$ cat src/design/crid_pkg.sv
`timescale 1ns / 1ps

package crid_pkg;

   // CIGAR operation codes
   localparam logic [3:0] KIND_M  = 4'd0;
   localparam logic [3:0] KIND_I  = 4'd1;
   localparam logic [3:0] KIND_D  = 4'd2;
   localparam logic [3:0] KIND_EQ = 4'd7;
   localparam logic [3:0] KIND_X  = 4'd8;

   // configuration register indexes
   localparam logic CSR_REGION_FIRST = 1'b0;
   localparam logic CSR_REGION_FINAL = 1'b1;

   localparam logic [31:0] INT32_MAX_BITS = 32'h7fff_ffff;
   localparam logic [31:0] INT32_MIN_BITS = 32'h8000_0000;

   typedef struct packed {
      logic [3:0]  op_kind;
      logic [27:0] op_length;
      logic [30:0] read_begin;
      logic        final_op;
   } req_type;

   typedef struct packed {
      logic               found;
      logic signed [31:0] indel_diff;
   } rsp_type;

   typedef struct packed {
      logic [3:0]  op_kind;
      logic [27:0] op_length;
   } op_entry_type;

   typedef enum logic [3:0] {
      ST_IDLE,
      ST_SPAN,
      ST_CHECK,
      ST_FWD,
      ST_BWD,
      ST_SUM,
      ST_DONE
   } state_type;

   function automatic logic is_match(input logic [3:0] kind);
      return (kind == KIND_M) || (kind == KIND_EQ) || (kind == KIND_X);
   endfunction

   function automatic logic advances(input logic [3:0] kind);
      return is_match(kind) || (kind == KIND_D);
   endfunction

endpackage

$ cat src/design/crid_store.sv
`timescale 1ns / 1ps

module crid_store #(
   parameter int DEPTH = 64,
   localparam int AW = (DEPTH > 1) ? $clog2(DEPTH) : 1
) (
   input  logic                  clock,
   input  logic                  wr_en,
   input  logic [AW-1:0]         wr_addr,
   input  crid_pkg::op_entry_type wr_data,
   input  logic [AW-1:0]         rd_addr,
   output crid_pkg::op_entry_type rd_data
);
   import crid_pkg::*;

   op_entry_type mem [DEPTH];
   op_entry_type rd_data_ff;

   // write port
   always_ff @(posedge clock) begin
      if (wr_en) begin
         mem[wr_addr] <= wr_data;
      end
   end

   // registered read port
   always_ff @(posedge clock) begin
      rd_data_ff <= mem[rd_addr];
   end

   assign rd_data = rd_data_ff;

endmodule

$ cat src/design/cigar_region_indel_length_unit.sv
`timescale 1ns / 1ps
// CIGAR region indel length unit.
//
// req channel: one CIGAR operation per transaction (kind, length, read start,
// final flag). The read start is taken from the first operation of a read.
// Operations past MAX_OPS are dropped and the read then reports not found.
// A non-final operation is stored and the unit stays ready for the next one.
// On the final operation the unit stalls req while a sequencer walks the
// stored operations through one registered memory read port: a span pass
// over all ops, a forward scan, a backward scan and a sum over the
// selected ops.
// rsp channel: one transaction per read with found and the saturated
// inserted-minus-deleted count. A result held by rsp_stall keeps the unit in
// its done state until taken; operations are accepted again after that.
// csr port: region_first (index 0) and region_final (index 1); write them
// only while the unit is idle.
// Reset (synchronous) empties the op list and drops any pending result;
// the op memory needs no clearing since only written entries are read.

module cigar_region_indel_length_unit #(
   parameter int MAX_OPS = 64
) (
   input  logic              clock,
   input  logic              reset,
   input  logic              req_valid,
   output logic              req_stall,
   input  crid_pkg::req_type req_data,
   output logic              rsp_valid,
   input  logic              rsp_stall,
   output crid_pkg::rsp_type rsp_data,
   input  logic              csr_wr_en,
   input  logic              csr_index,
   input  logic [30:0]       csr_wdata
);
   import crid_pkg::*;

   localparam int AW = (MAX_OPS > 1) ? $clog2(MAX_OPS) : 1;   // op index width
   localparam int CW = $clog2(MAX_OPS + 1);                  // op count width
   localparam int PW = 32 + AW;                              // position / span width
   localparam int DW = 30 + AW;                              // signed difference width
   localparam int SW = (DW > 32) ? DW : 32;
   localparam logic signed [SW-1:0] SAT_HI = SW'($signed(INT32_MAX_BITS));
   localparam logic signed [SW-1:0] SAT_LO = SW'($signed(INT32_MIN_BITS));

   // control state
   state_type         state_ff, state_in;
   logic              step_ff, step_in;
   logic [CW-1:0]     count_ff, count_in;
   logic              overflow_ff, overflow_in;
   logic [30:0]       origin_ff, origin_in;
   logic [30:0]       region_first_ff, region_first_in;
   logic [30:0]       region_final_ff, region_final_in;
   logic              rsp_valid_ff, rsp_valid_in;

   // datapath state
   logic [AW-1:0]     idx_ff, idx_in;
   logic [AW-1:0]     last_idx_ff, last_idx_in;
   logic [AW-1:0]     first_idx_ff, first_idx_in;
   logic [AW-1:0]     end_idx_ff, end_idx_in;
   logic [AW-1:0]     mark_ff, mark_in;
   logic [PW-1:0]     span_ff, span_in;
   logic [PW-1:0]     pos_ff, pos_in;
   logic signed [DW-1:0] diff_ff, diff_in;
   logic              op0_match_ff, op0_match_in;
   logic              opn_match_ff, opn_match_in;
   logic              found_ff, found_in;
   rsp_type           rsp_data_ff, rsp_data_in;

   // memory interface
   logic              wr_en;
   op_entry_type      wr_entry;
   op_entry_type      op_rd;

   // shared-unit helpers
   logic [PW-1:0]     len_ext;
   logic              rd_match;
   logic              rd_adv;
   logic [AW-1:0]     mark_nx;
   logic              fwd_exit;
   logic [AW-1:0]     fwd_first;
   logic              bwd_exit;
   logic [AW-1:0]     bwd_end;
   logic signed [SW-1:0] diff_ext;
   logic [31:0]       diff_sat;

   crid_store #(
      .DEPTH (MAX_OPS)
   ) u_store (
      .clock   (clock),
      .wr_en   (wr_en),
      .wr_addr (count_ff[AW-1:0]),
      .wr_data (wr_entry),
      .rd_addr (idx_ff),
      .rd_data (op_rd)
   );

   assign wr_entry.op_kind   = req_data.op_kind;
   assign wr_entry.op_length = req_data.op_length;

   assign len_ext  = PW'(op_rd.op_length);
   assign rd_match = is_match(op_rd.op_kind);
   assign rd_adv   = advances(op_rd.op_kind);
   assign mark_nx  = rd_match ? idx_ff : mark_ff;

   // clamp the wide difference to 32-bit two's complement
   assign diff_ext = SW'(diff_ff);
   always_comb begin
      if (diff_ext > SAT_HI) begin
         diff_sat = INT32_MAX_BITS;
      end else if (diff_ext < SAT_LO) begin
         diff_sat = INT32_MIN_BITS;
      end else begin
         diff_sat = diff_ext[31:0];
      end
   end

   always_comb begin
      state_in        = state_ff;
      step_in         = step_ff;
      count_in        = count_ff;
      overflow_in     = overflow_ff;
      origin_in       = origin_ff;
      region_first_in = region_first_ff;
      region_final_in = region_final_ff;
      rsp_valid_in    = rsp_valid_ff;
      idx_in          = idx_ff;
      last_idx_in     = last_idx_ff;
      first_idx_in    = first_idx_ff;
      end_idx_in      = end_idx_ff;
      mark_in         = mark_ff;
      span_in         = span_ff;
      pos_in          = pos_ff;
      diff_in         = diff_ff;
      op0_match_in    = op0_match_ff;
      opn_match_in    = opn_match_ff;
      found_in        = found_ff;
      rsp_data_in     = rsp_data_ff;
      wr_en           = 1'b0;
      fwd_exit        = 1'b0;
      fwd_first       = mark_ff;
      bwd_exit        = 1'b0;
      bwd_end         = mark_ff;
      req_stall       = (state_ff != ST_IDLE);

      // region registers
      if (csr_wr_en) begin
         unique case (csr_index)
            CSR_REGION_FIRST: region_first_in = csr_wdata;
            CSR_REGION_FINAL: region_final_in = csr_wdata;
            default: ;
         endcase
      end

      // drop the result once the receiver takes it
      if (rsp_valid_ff && !rsp_stall) begin
         rsp_valid_in = 1'b0;
      end

      unique case (state_ff)
         ST_IDLE: begin
            if (req_valid) begin
               if ((count_ff == '0) && !overflow_ff) begin
                  origin_in = req_data.read_begin;
               end
               if (count_ff < CW'(MAX_OPS)) begin
                  wr_en    = 1'b1;
                  count_in = count_ff + CW'(1);
               end else begin
                  overflow_in = 1'b1;
               end
               if (req_data.final_op) begin
                  count_in    = '0;
                  overflow_in = 1'b0;
                  last_idx_in = count_ff[AW-1:0];
                  idx_in      = '0;
                  step_in     = 1'b0;
                  span_in     = '0;
                  if (overflow_ff || (count_ff == CW'(MAX_OPS))) begin
                     found_in = 1'b0;
                     diff_in  = '0;
                     state_in = ST_DONE;
                  end else begin
                     state_in = ST_SPAN;
                  end
               end
            end
         end

         // total reference span, and note whether the edge ops are matches
         ST_SPAN: begin
            if (!step_ff) begin
               step_in = 1'b1;
            end else begin
               step_in = 1'b0;
               if (rd_adv) begin
                  span_in = span_ff + len_ext;
               end
               if (idx_ff == '0) begin
                  op0_match_in = rd_match;
               end
               if (idx_ff == last_idx_ff) begin
                  opn_match_in = rd_match;
                  state_in     = ST_CHECK;
               end else begin
                  idx_in = idx_ff + AW'(1);
               end
            end
         end

         // region must lie inside [origin, origin + span)
         ST_CHECK: begin
            if ((PW'(region_first_ff) < PW'(origin_ff)) ||
                (PW'(region_final_ff) >= PW'(origin_ff) + span_ff)) begin
               found_in = 1'b0;
               diff_in  = '0;
               state_in = ST_DONE;
            end else begin
               pos_in   = PW'(origin_ff);
               idx_in   = '0;
               mark_in  = '0;
               step_in  = 1'b0;
               state_in = ST_FWD;
            end
         end

         // advance to the last match starting before the region
         ST_FWD: begin
            if (!step_ff) begin
               if (pos_ff >= PW'(region_first_ff)) begin
                  fwd_exit  = 1'b1;
                  fwd_first = mark_ff;
               end else begin
                  step_in = 1'b1;
               end
            end else begin
               step_in = 1'b0;
               mark_in = mark_nx;
               if (rd_adv) begin
                  pos_in = pos_ff + len_ext;
               end
               if (idx_ff == last_idx_ff) begin
                  fwd_exit  = 1'b1;
                  fwd_first = mark_nx;
               end else begin
                  idx_in = idx_ff + AW'(1);
               end
            end
         end

         // walk back to the first match ending after the region
         ST_BWD: begin
            if (!step_ff) begin
               if (pos_ff <= PW'(region_final_ff)) begin
                  bwd_exit = 1'b1;
                  bwd_end  = mark_ff;
               end else begin
                  step_in = 1'b1;
               end
            end else begin
               step_in = 1'b0;
               mark_in = mark_nx;
               if (rd_adv) begin
                  pos_in = (pos_ff >= len_ext) ? (pos_ff - len_ext) : '0;
               end
               if (idx_ff == '0) begin
                  bwd_exit = 1'b1;
                  bwd_end  = mark_nx;
               end else begin
                  idx_in = idx_ff - AW'(1);
               end
            end
         end

         // accumulate inserted minus deleted bases
         ST_SUM: begin
            if (!step_ff) begin
               step_in = 1'b1;
            end else begin
               step_in = 1'b0;
               priority if (op_rd.op_kind == KIND_D) begin
                  diff_in = diff_ff - $signed(DW'(op_rd.op_length));
               end else if (op_rd.op_kind == KIND_I) begin
                  diff_in = diff_ff + $signed(DW'(op_rd.op_length));
               end
               if (idx_ff == end_idx_ff) begin
                  found_in = 1'b1;
                  state_in = ST_DONE;
               end else begin
                  idx_in = idx_ff + AW'(1);
               end
            end
         end

         // hold until the output register is free
         ST_DONE: begin
            if (!rsp_valid_ff || !rsp_stall) begin
               rsp_valid_in           = 1'b1;
               rsp_data_in.found      = found_ff;
               rsp_data_in.indel_diff = diff_sat;
               state_in               = ST_IDLE;
            end
         end

         default: state_in = ST_IDLE;
      endcase

      // forward scan done: reject a trim onto a non-match first op
      if (fwd_exit) begin
         if ((fwd_first == '0) && !op0_match_ff) begin
            found_in = 1'b0;
            diff_in  = '0;
            state_in = ST_DONE;
         end else begin
            first_idx_in = fwd_first;
            pos_in       = PW'(origin_ff) + span_ff;
            idx_in       = last_idx_ff;
            mark_in      = last_idx_ff;
            step_in      = 1'b0;
            state_in     = ST_BWD;
         end
      end

      // backward scan done: reject a trim onto a non-match last op
      if (bwd_exit) begin
         if ((bwd_end == last_idx_ff) && !opn_match_ff) begin
            found_in = 1'b0;
            diff_in  = '0;
            state_in = ST_DONE;
         end else if (first_idx_ff > bwd_end) begin
            // empty range: found with no difference
            found_in = 1'b1;
            diff_in  = '0;
            state_in = ST_DONE;
         end else begin
            end_idx_in = bwd_end;
            idx_in     = first_idx_ff;
            diff_in    = '0;
            step_in    = 1'b0;
            state_in   = ST_SUM;
         end
      end
   end

   always_ff @(posedge clock) begin
      if (reset) begin
         state_ff        <= ST_IDLE;
         step_ff         <= 1'b0;
         count_ff        <= '0;
         overflow_ff     <= 1'b0;
         origin_ff       <= '0;
         region_first_ff <= '0;
         region_final_ff <= '0;
         rsp_valid_ff    <= 1'b0;
      end else begin
         state_ff        <= state_in;
         step_ff         <= step_in;
         count_ff        <= count_in;
         overflow_ff     <= overflow_in;
         origin_ff       <= origin_in;
         region_first_ff <= region_first_in;
         region_final_ff <= region_final_in;
         rsp_valid_ff    <= rsp_valid_in;
      end
   end

   always_ff @(posedge clock) begin
      idx_ff       <= idx_in;
      last_idx_ff  <= last_idx_in;
      first_idx_ff <= first_idx_in;
      end_idx_ff   <= end_idx_in;
      mark_ff      <= mark_in;
      span_ff      <= span_in;
      pos_ff       <= pos_in;
      diff_ff      <= diff_in;
      op0_match_ff <= op0_match_in;
      opn_match_ff <= opn_match_in;
      found_ff     <= found_in;
      rsp_data_ff  <= rsp_data_in;
   end

   assign rsp_valid = rsp_valid_ff;
   assign rsp_data  = rsp_data_ff;

   // op count never passes the memory depth
   a_count_bound: assert property (@(posedge clock) disable iff (reset)
      count_ff <= CW'(MAX_OPS))
      else $error("op count beyond memory depth");

   // a failed read reports a zero difference
   a_fail_zero: assert property (@(posedge clock) disable iff (reset)
      rsp_valid && !rsp_data.found |-> rsp_data.indel_diff == '0)
      else $error("failed result with nonzero difference");

   // a new result only comes out of the done state
   a_rsp_from_done: assert property (@(posedge clock) disable iff (reset)
      $rose(rsp_valid_ff) |-> $past(state_ff == ST_DONE))
      else $error("result raised outside done state");

   // the sum pass stays inside the selected op range
   a_sum_range: assert property (@(posedge clock) disable iff (reset)
      state_ff == ST_SUM |-> (idx_ff >= first_idx_ff) && (idx_ff <= end_idx_ff))
      else $error("sum index outside selected range");

endmodule

$ cat config.mk
export PLATFORM = sky130hd
export DESIGN_NAME = cigar_region_indel_length_unit
export DESIGN_NICKNAME = d
export VERILOG_FILES = /design/src/design/crid_pkg.sv /design/src/design/crid_store.sv /design/src/design/cigar_region_indel_length_unit.sv
export SDC_FILE = /design/constraint.sdc
export NUM_CORES = 2
export LEC_CHECK = 0
export BUFFER_PORTS_ARGS = -buffer_cell sky130_fd_sc_hd__buf_4
export CAP_MARGIN = 40
export CORE_MARGIN = 2
export CORE_UTILIZATION = 50
export CTS_BUF_LIST = sky130_fd_sc_hd__clkbuf_2
export CTS_CLUSTER_SIZE = 25
export DETAILED_ROUTE_END_ITERATION = 8
export PLACE_DENSITY = 0.7
export SYNTH_ARGS = -nofsm -noshare
export SYNTH_HDL_FRONTEND = slang
export SYNTH_SLANG_ARGS = --single-unit
$ cat constraint.sdc
create_clock -name clock -period 5.42 [get_ports clock]
set_input_delay 0.271 -clock clock [delete_from_list [all_inputs] [get_ports clock]]
set_output_delay 0.271 -clock clock [all_outputs]
set_load 0.05 [all_outputs]
==> impl_metrics.py <==
metrics = {
    "synthesis": {
        "netlist_area_sq_um": 104000,
        "synth-warning-count": 0,
        "yosys-top-cells-area": "edfxtp_1 62%, mux4_2 14%, dfxtp_1 4.3%",
        "ys_top_cells_by_count": "2139 x edfxtp_1, 652 x mux4_2, 410 x nand2_1, 343 x a21oi_1, 315 x nor2_1",
        "seq_area_frac_synth": 0.663,
        "netlist.area_leader.share": 0.619,
        "async_flop_share": 0,
        "ys.flop_type": "edfxtp_1",
        "yosysTopAreaCell": "edfxtp_1",
        "syn_avg_cell_area_sq_um": 16.5,
        "syn_nets": 6710,
        "ys_seq_elements": 2364,
        "netlist_instances": 6299,
        "synth.most_common_cell": "edfxtp_1",
        "ys_types": 92,
        "synth_edf_count": 2139,
    },
    "floorplanning": {
        "rows": 167,
        "core_area_sq_um": 207000,
        "die_x_um": 459,
        "io_pins": 136,
        "die_height_um": 459,
        "initial_core_util": 0.502,
        "die_area_sq_um": 211000,
    },
    "clock_network": {
        "htreeDepth": 6,
        "cts_root_buffer": "clkbuf_2",
        "clock-sinks": 2364,
        "clk_pin_slew_worst_paths_ps": 100,
        "cts_tree": "built",
        "cts.path.max_buffers": 4,
        "cts_buffers": 594,
        "clock_latency_ps": 1940,
    },
    "placement": {
        "dp_hpwl_mm": 198,
        "placed_cell_area_sq_um": 111000,
        "io_buffers": 135,
        "post-place-cells": 9172,
        "dp_slack_ps": -832,
        "routabilityCongestion": 0.964,
    },
    "critical_path": {
        "reg2reg_depth": 24,
        "path_class": "reg2reg",
        "reg2reg_from": "span_ff[0]$_SDFFCE_PN0P_",
        "worstPathArrival_ps": 7250,
        "r2r-end": "diff_ext[6]$_SDFF_PP0_",
        "end_kind": "flop",
        "cp_max_fo": 5,
        "r2r_slack_ps": -130,
        "start_kind": "flop",
        "required_ps": 7120,
    },
    "timing": {
        "period_minus_slack_ps": 5550,
        "fmax_ghz": 0.180,
        "tightest_slew_ps": 1310,
        "fin_skew_ps": 204,
        "fin_ws_ps": -130,
        "rsz0062_at_grt": "true",
        "maxSlewViolCount": 0,
        "setup_viol_count_final": 47,
        "finalHoldViolCount": 0,
        "holdWs_ps": 373,
        "fin_crit_sh": 1.02,
        "slew_headroom": 0.127,
    },
    "power_and_ir_drop": {
        "fin_total_pwr_w": 0.0535,
        "ir_drop_v": 0.000370,
        "power_density_nw_per_um2": 440,
        "power.leakage_nw": 41.9,
    },
    "layout": {
        "area_growth_pct": 17.1,
        "final_cell_area_sq_um": 121000,
        "fin_cells": 10600,
        "fillers": 15500,
        "drive_gt1_frac": 0.287,
        "fin_nets": 7940,
    },
    "detailed_routing": {
        "wl_mm": 316,
        "vias": 66200,
        "drc": 0,
        "vias_per_cell": 6.23,
        "drt_pre_antenna_iters": 6,
        "ant_nets": 0,
        "drtIter0Drc": 8037,
        "routedWlPerCell_um": 29.8,
    },
    "min_path": {
        "worst_hold_startpoint": "req_valid",
        "min_to": "count_ff[6]$_SDFFE_PP0P_",
        "holdPathStages": 6,
        "hold_path_class": "in2reg",
    },
    "global_routing": {
        "grt_pass1_wl_mm": 453,
        "antenna_found_initial": 12,
        "grt_max_degree": 125,
        "grt-ovfl-total": 0,
        "track_usage": 0.298,
        "grt_pass1_vias": 66400,
    },
    "status": {
        "outcome": "finished, violations left",
        "failed_checks": "setup timing",
    },
    "job": {
        "maxCapViolCount": 0,
    },
}
[flip-flops by register name, indices dropped and copies added (netlist names), 32 cells and up]
| name | flops |
|---|---|
| rsp_data | 33 |
| u_store.rd_data | 32 |
| diff_ext | 36 |
| span_ff | 38 |
| pos_ff | 38 |
| u_store.mem | 2048 |
[critical path: stages, from the launching register on]
cell and delay [ps]:
edfxtp_1 450, ha_4 210, fa_2 400, a21oi_4 150
o2111ai_2 140, a311o_1 330, a21o_1 160, a21o_1 170
a21oi_2 150, o211ai_1 100, a21oi_1 190, xor2_1 110
ha_1 300, nand4_1 120, or3_4 420, a211oi_2 200
o21a_1 170, o21ai_2 60, or4b_4 560, buf_6 160
o21ai_4 180, buf_12 160, a31oi_4 130, buf_6 190
a32o_1 210
[area by class of cell]
type / instances / area, sq um / share of cell area
clock buffer: 841 / 4210 / 0.0347
antenna: 10 / 25.0 / 0.000206
timing repair buffer: 960 / 9580 / 0.0789
inverter: 211 / 792 / 0.00652
multi-input combinational: 3398 / 33900 / 0.279
clock inverter: 146 / 779 / 0.00642
sequential: 2364 / 68800 / 0.566
tap: 2704 / 3380 / 0.0279
[timing repair]
| action | CTS | global route |
|---|---|---|
| cloned | 1 | 4 |
| pin swaps | 46 | 51 |
| hold endpoints to repair | 3678 | 0 |
| gates resized for setup | 49 | 85 |
| hold buffers | 451 | 0 |
| setup endpoints to repair | 90 | 89 |
| buffers inserted | 5 | 5 |
[power by group]
part	internal [W]	switching [W]	leakage [nW]
clock network	0.00450	0.00714	3.89
registers	0.0205	0.000983	21.1
logic	0.00860	0.0118	16.9
[how the worst max path moves through the flow]
stage / startpoint / to / depth (start not counted)
floorplan: span_ff[0]$_SDFFCE_PN0P_ / pos_ff[21]$_DFF_P_ / 23
detailed placement: span_ff[0]$_SDFFCE_PN0P_ / diff_ext[2]$_SDFF_PP0_ / 24
global placement: span_ff[0]$_SDFFCE_PN0P_ / diff_ext[2]$_SDFF_PP0_ / 24
finish: span_ff[0]$_SDFFCE_PN0P_ / diff_ext[6]$_SDFF_PP0_ / 24
global route: span_ff[0]$_SDFFCE_PN0P_ / pos_ff[28]$_DFF_P_ / 24
CTS: span_ff[0]$_SDFFCE_PN0P_ / pos_ff[20]$_DFF_P_ / 22
[layer usage]
metal,track usage,vias to the layer above,wire length (um)
met5,0,-,53
met4,0.148,8,16300
met3,0.0615,733,28000
met2,0.485,3712,154000
met1,0.381,33600,118000
li1,-,28100,-
[cells in the final DEF (no fill, tap or decap), types with 29 or more instances in the layout]
cell,instances
inv_1,208
ha_1,303
mux2i_1,30
edfxtp_1,2139
o21a_1,32
nor2_1,250
or3_1,31
nand2_1,410
o21ai_0,153
a221o_1,29
nor2_4,64
nor3_1,51
xor2_1,41
buf_4,448
o21bai_1,30
xnor2_1,67
dlygate4sd3_1,417
a31oi_1,36
mux4_2,652
and2_1,29
nand4_1,50
clkinv_1,113
buf_16,42
nand2b_1,38
nor2b_1,37
clkbuf_2,841
nand3_1,70
a21o_1,114
o221ai_1,31
dfxtp_1,219
a211oi_1,31
a21oi_1,341
[cell families (layout without fill, tap and decap cells)]
logic type | Yosys count | count (layout) | share of synthesized area
AND/OR/NAND/NOR | 1176 | 1176 | 0.0530
flip-flops | 2364 | 2364 | 0.663
other | 0 | 10 | 0
XOR/XNOR | 108 | 108 | 0.00912
multiplexers | 700 | 700 | 0.146
AO/OA/AOI/OAI | 1104 | 1104 | 0.0709
adder cells (fa/ha/maj) | 310 | 310 | 0.0378
buffers and inverters | 537 | 2158 | 0.0198
[through the flow]
| step | TNS, ps | util |
|---|---|---|
| floorplan | 0 | - |
| global placement | -47030 | 0.532 |
| detailed placement | -55900 | 0.535 |
| CTS | -2040 | 0.585 |
| global route | -14750 | 0.588 |
| finish | -1700 | 0.588 |
No activity file was read; power rests on OpenSTA's default activity.
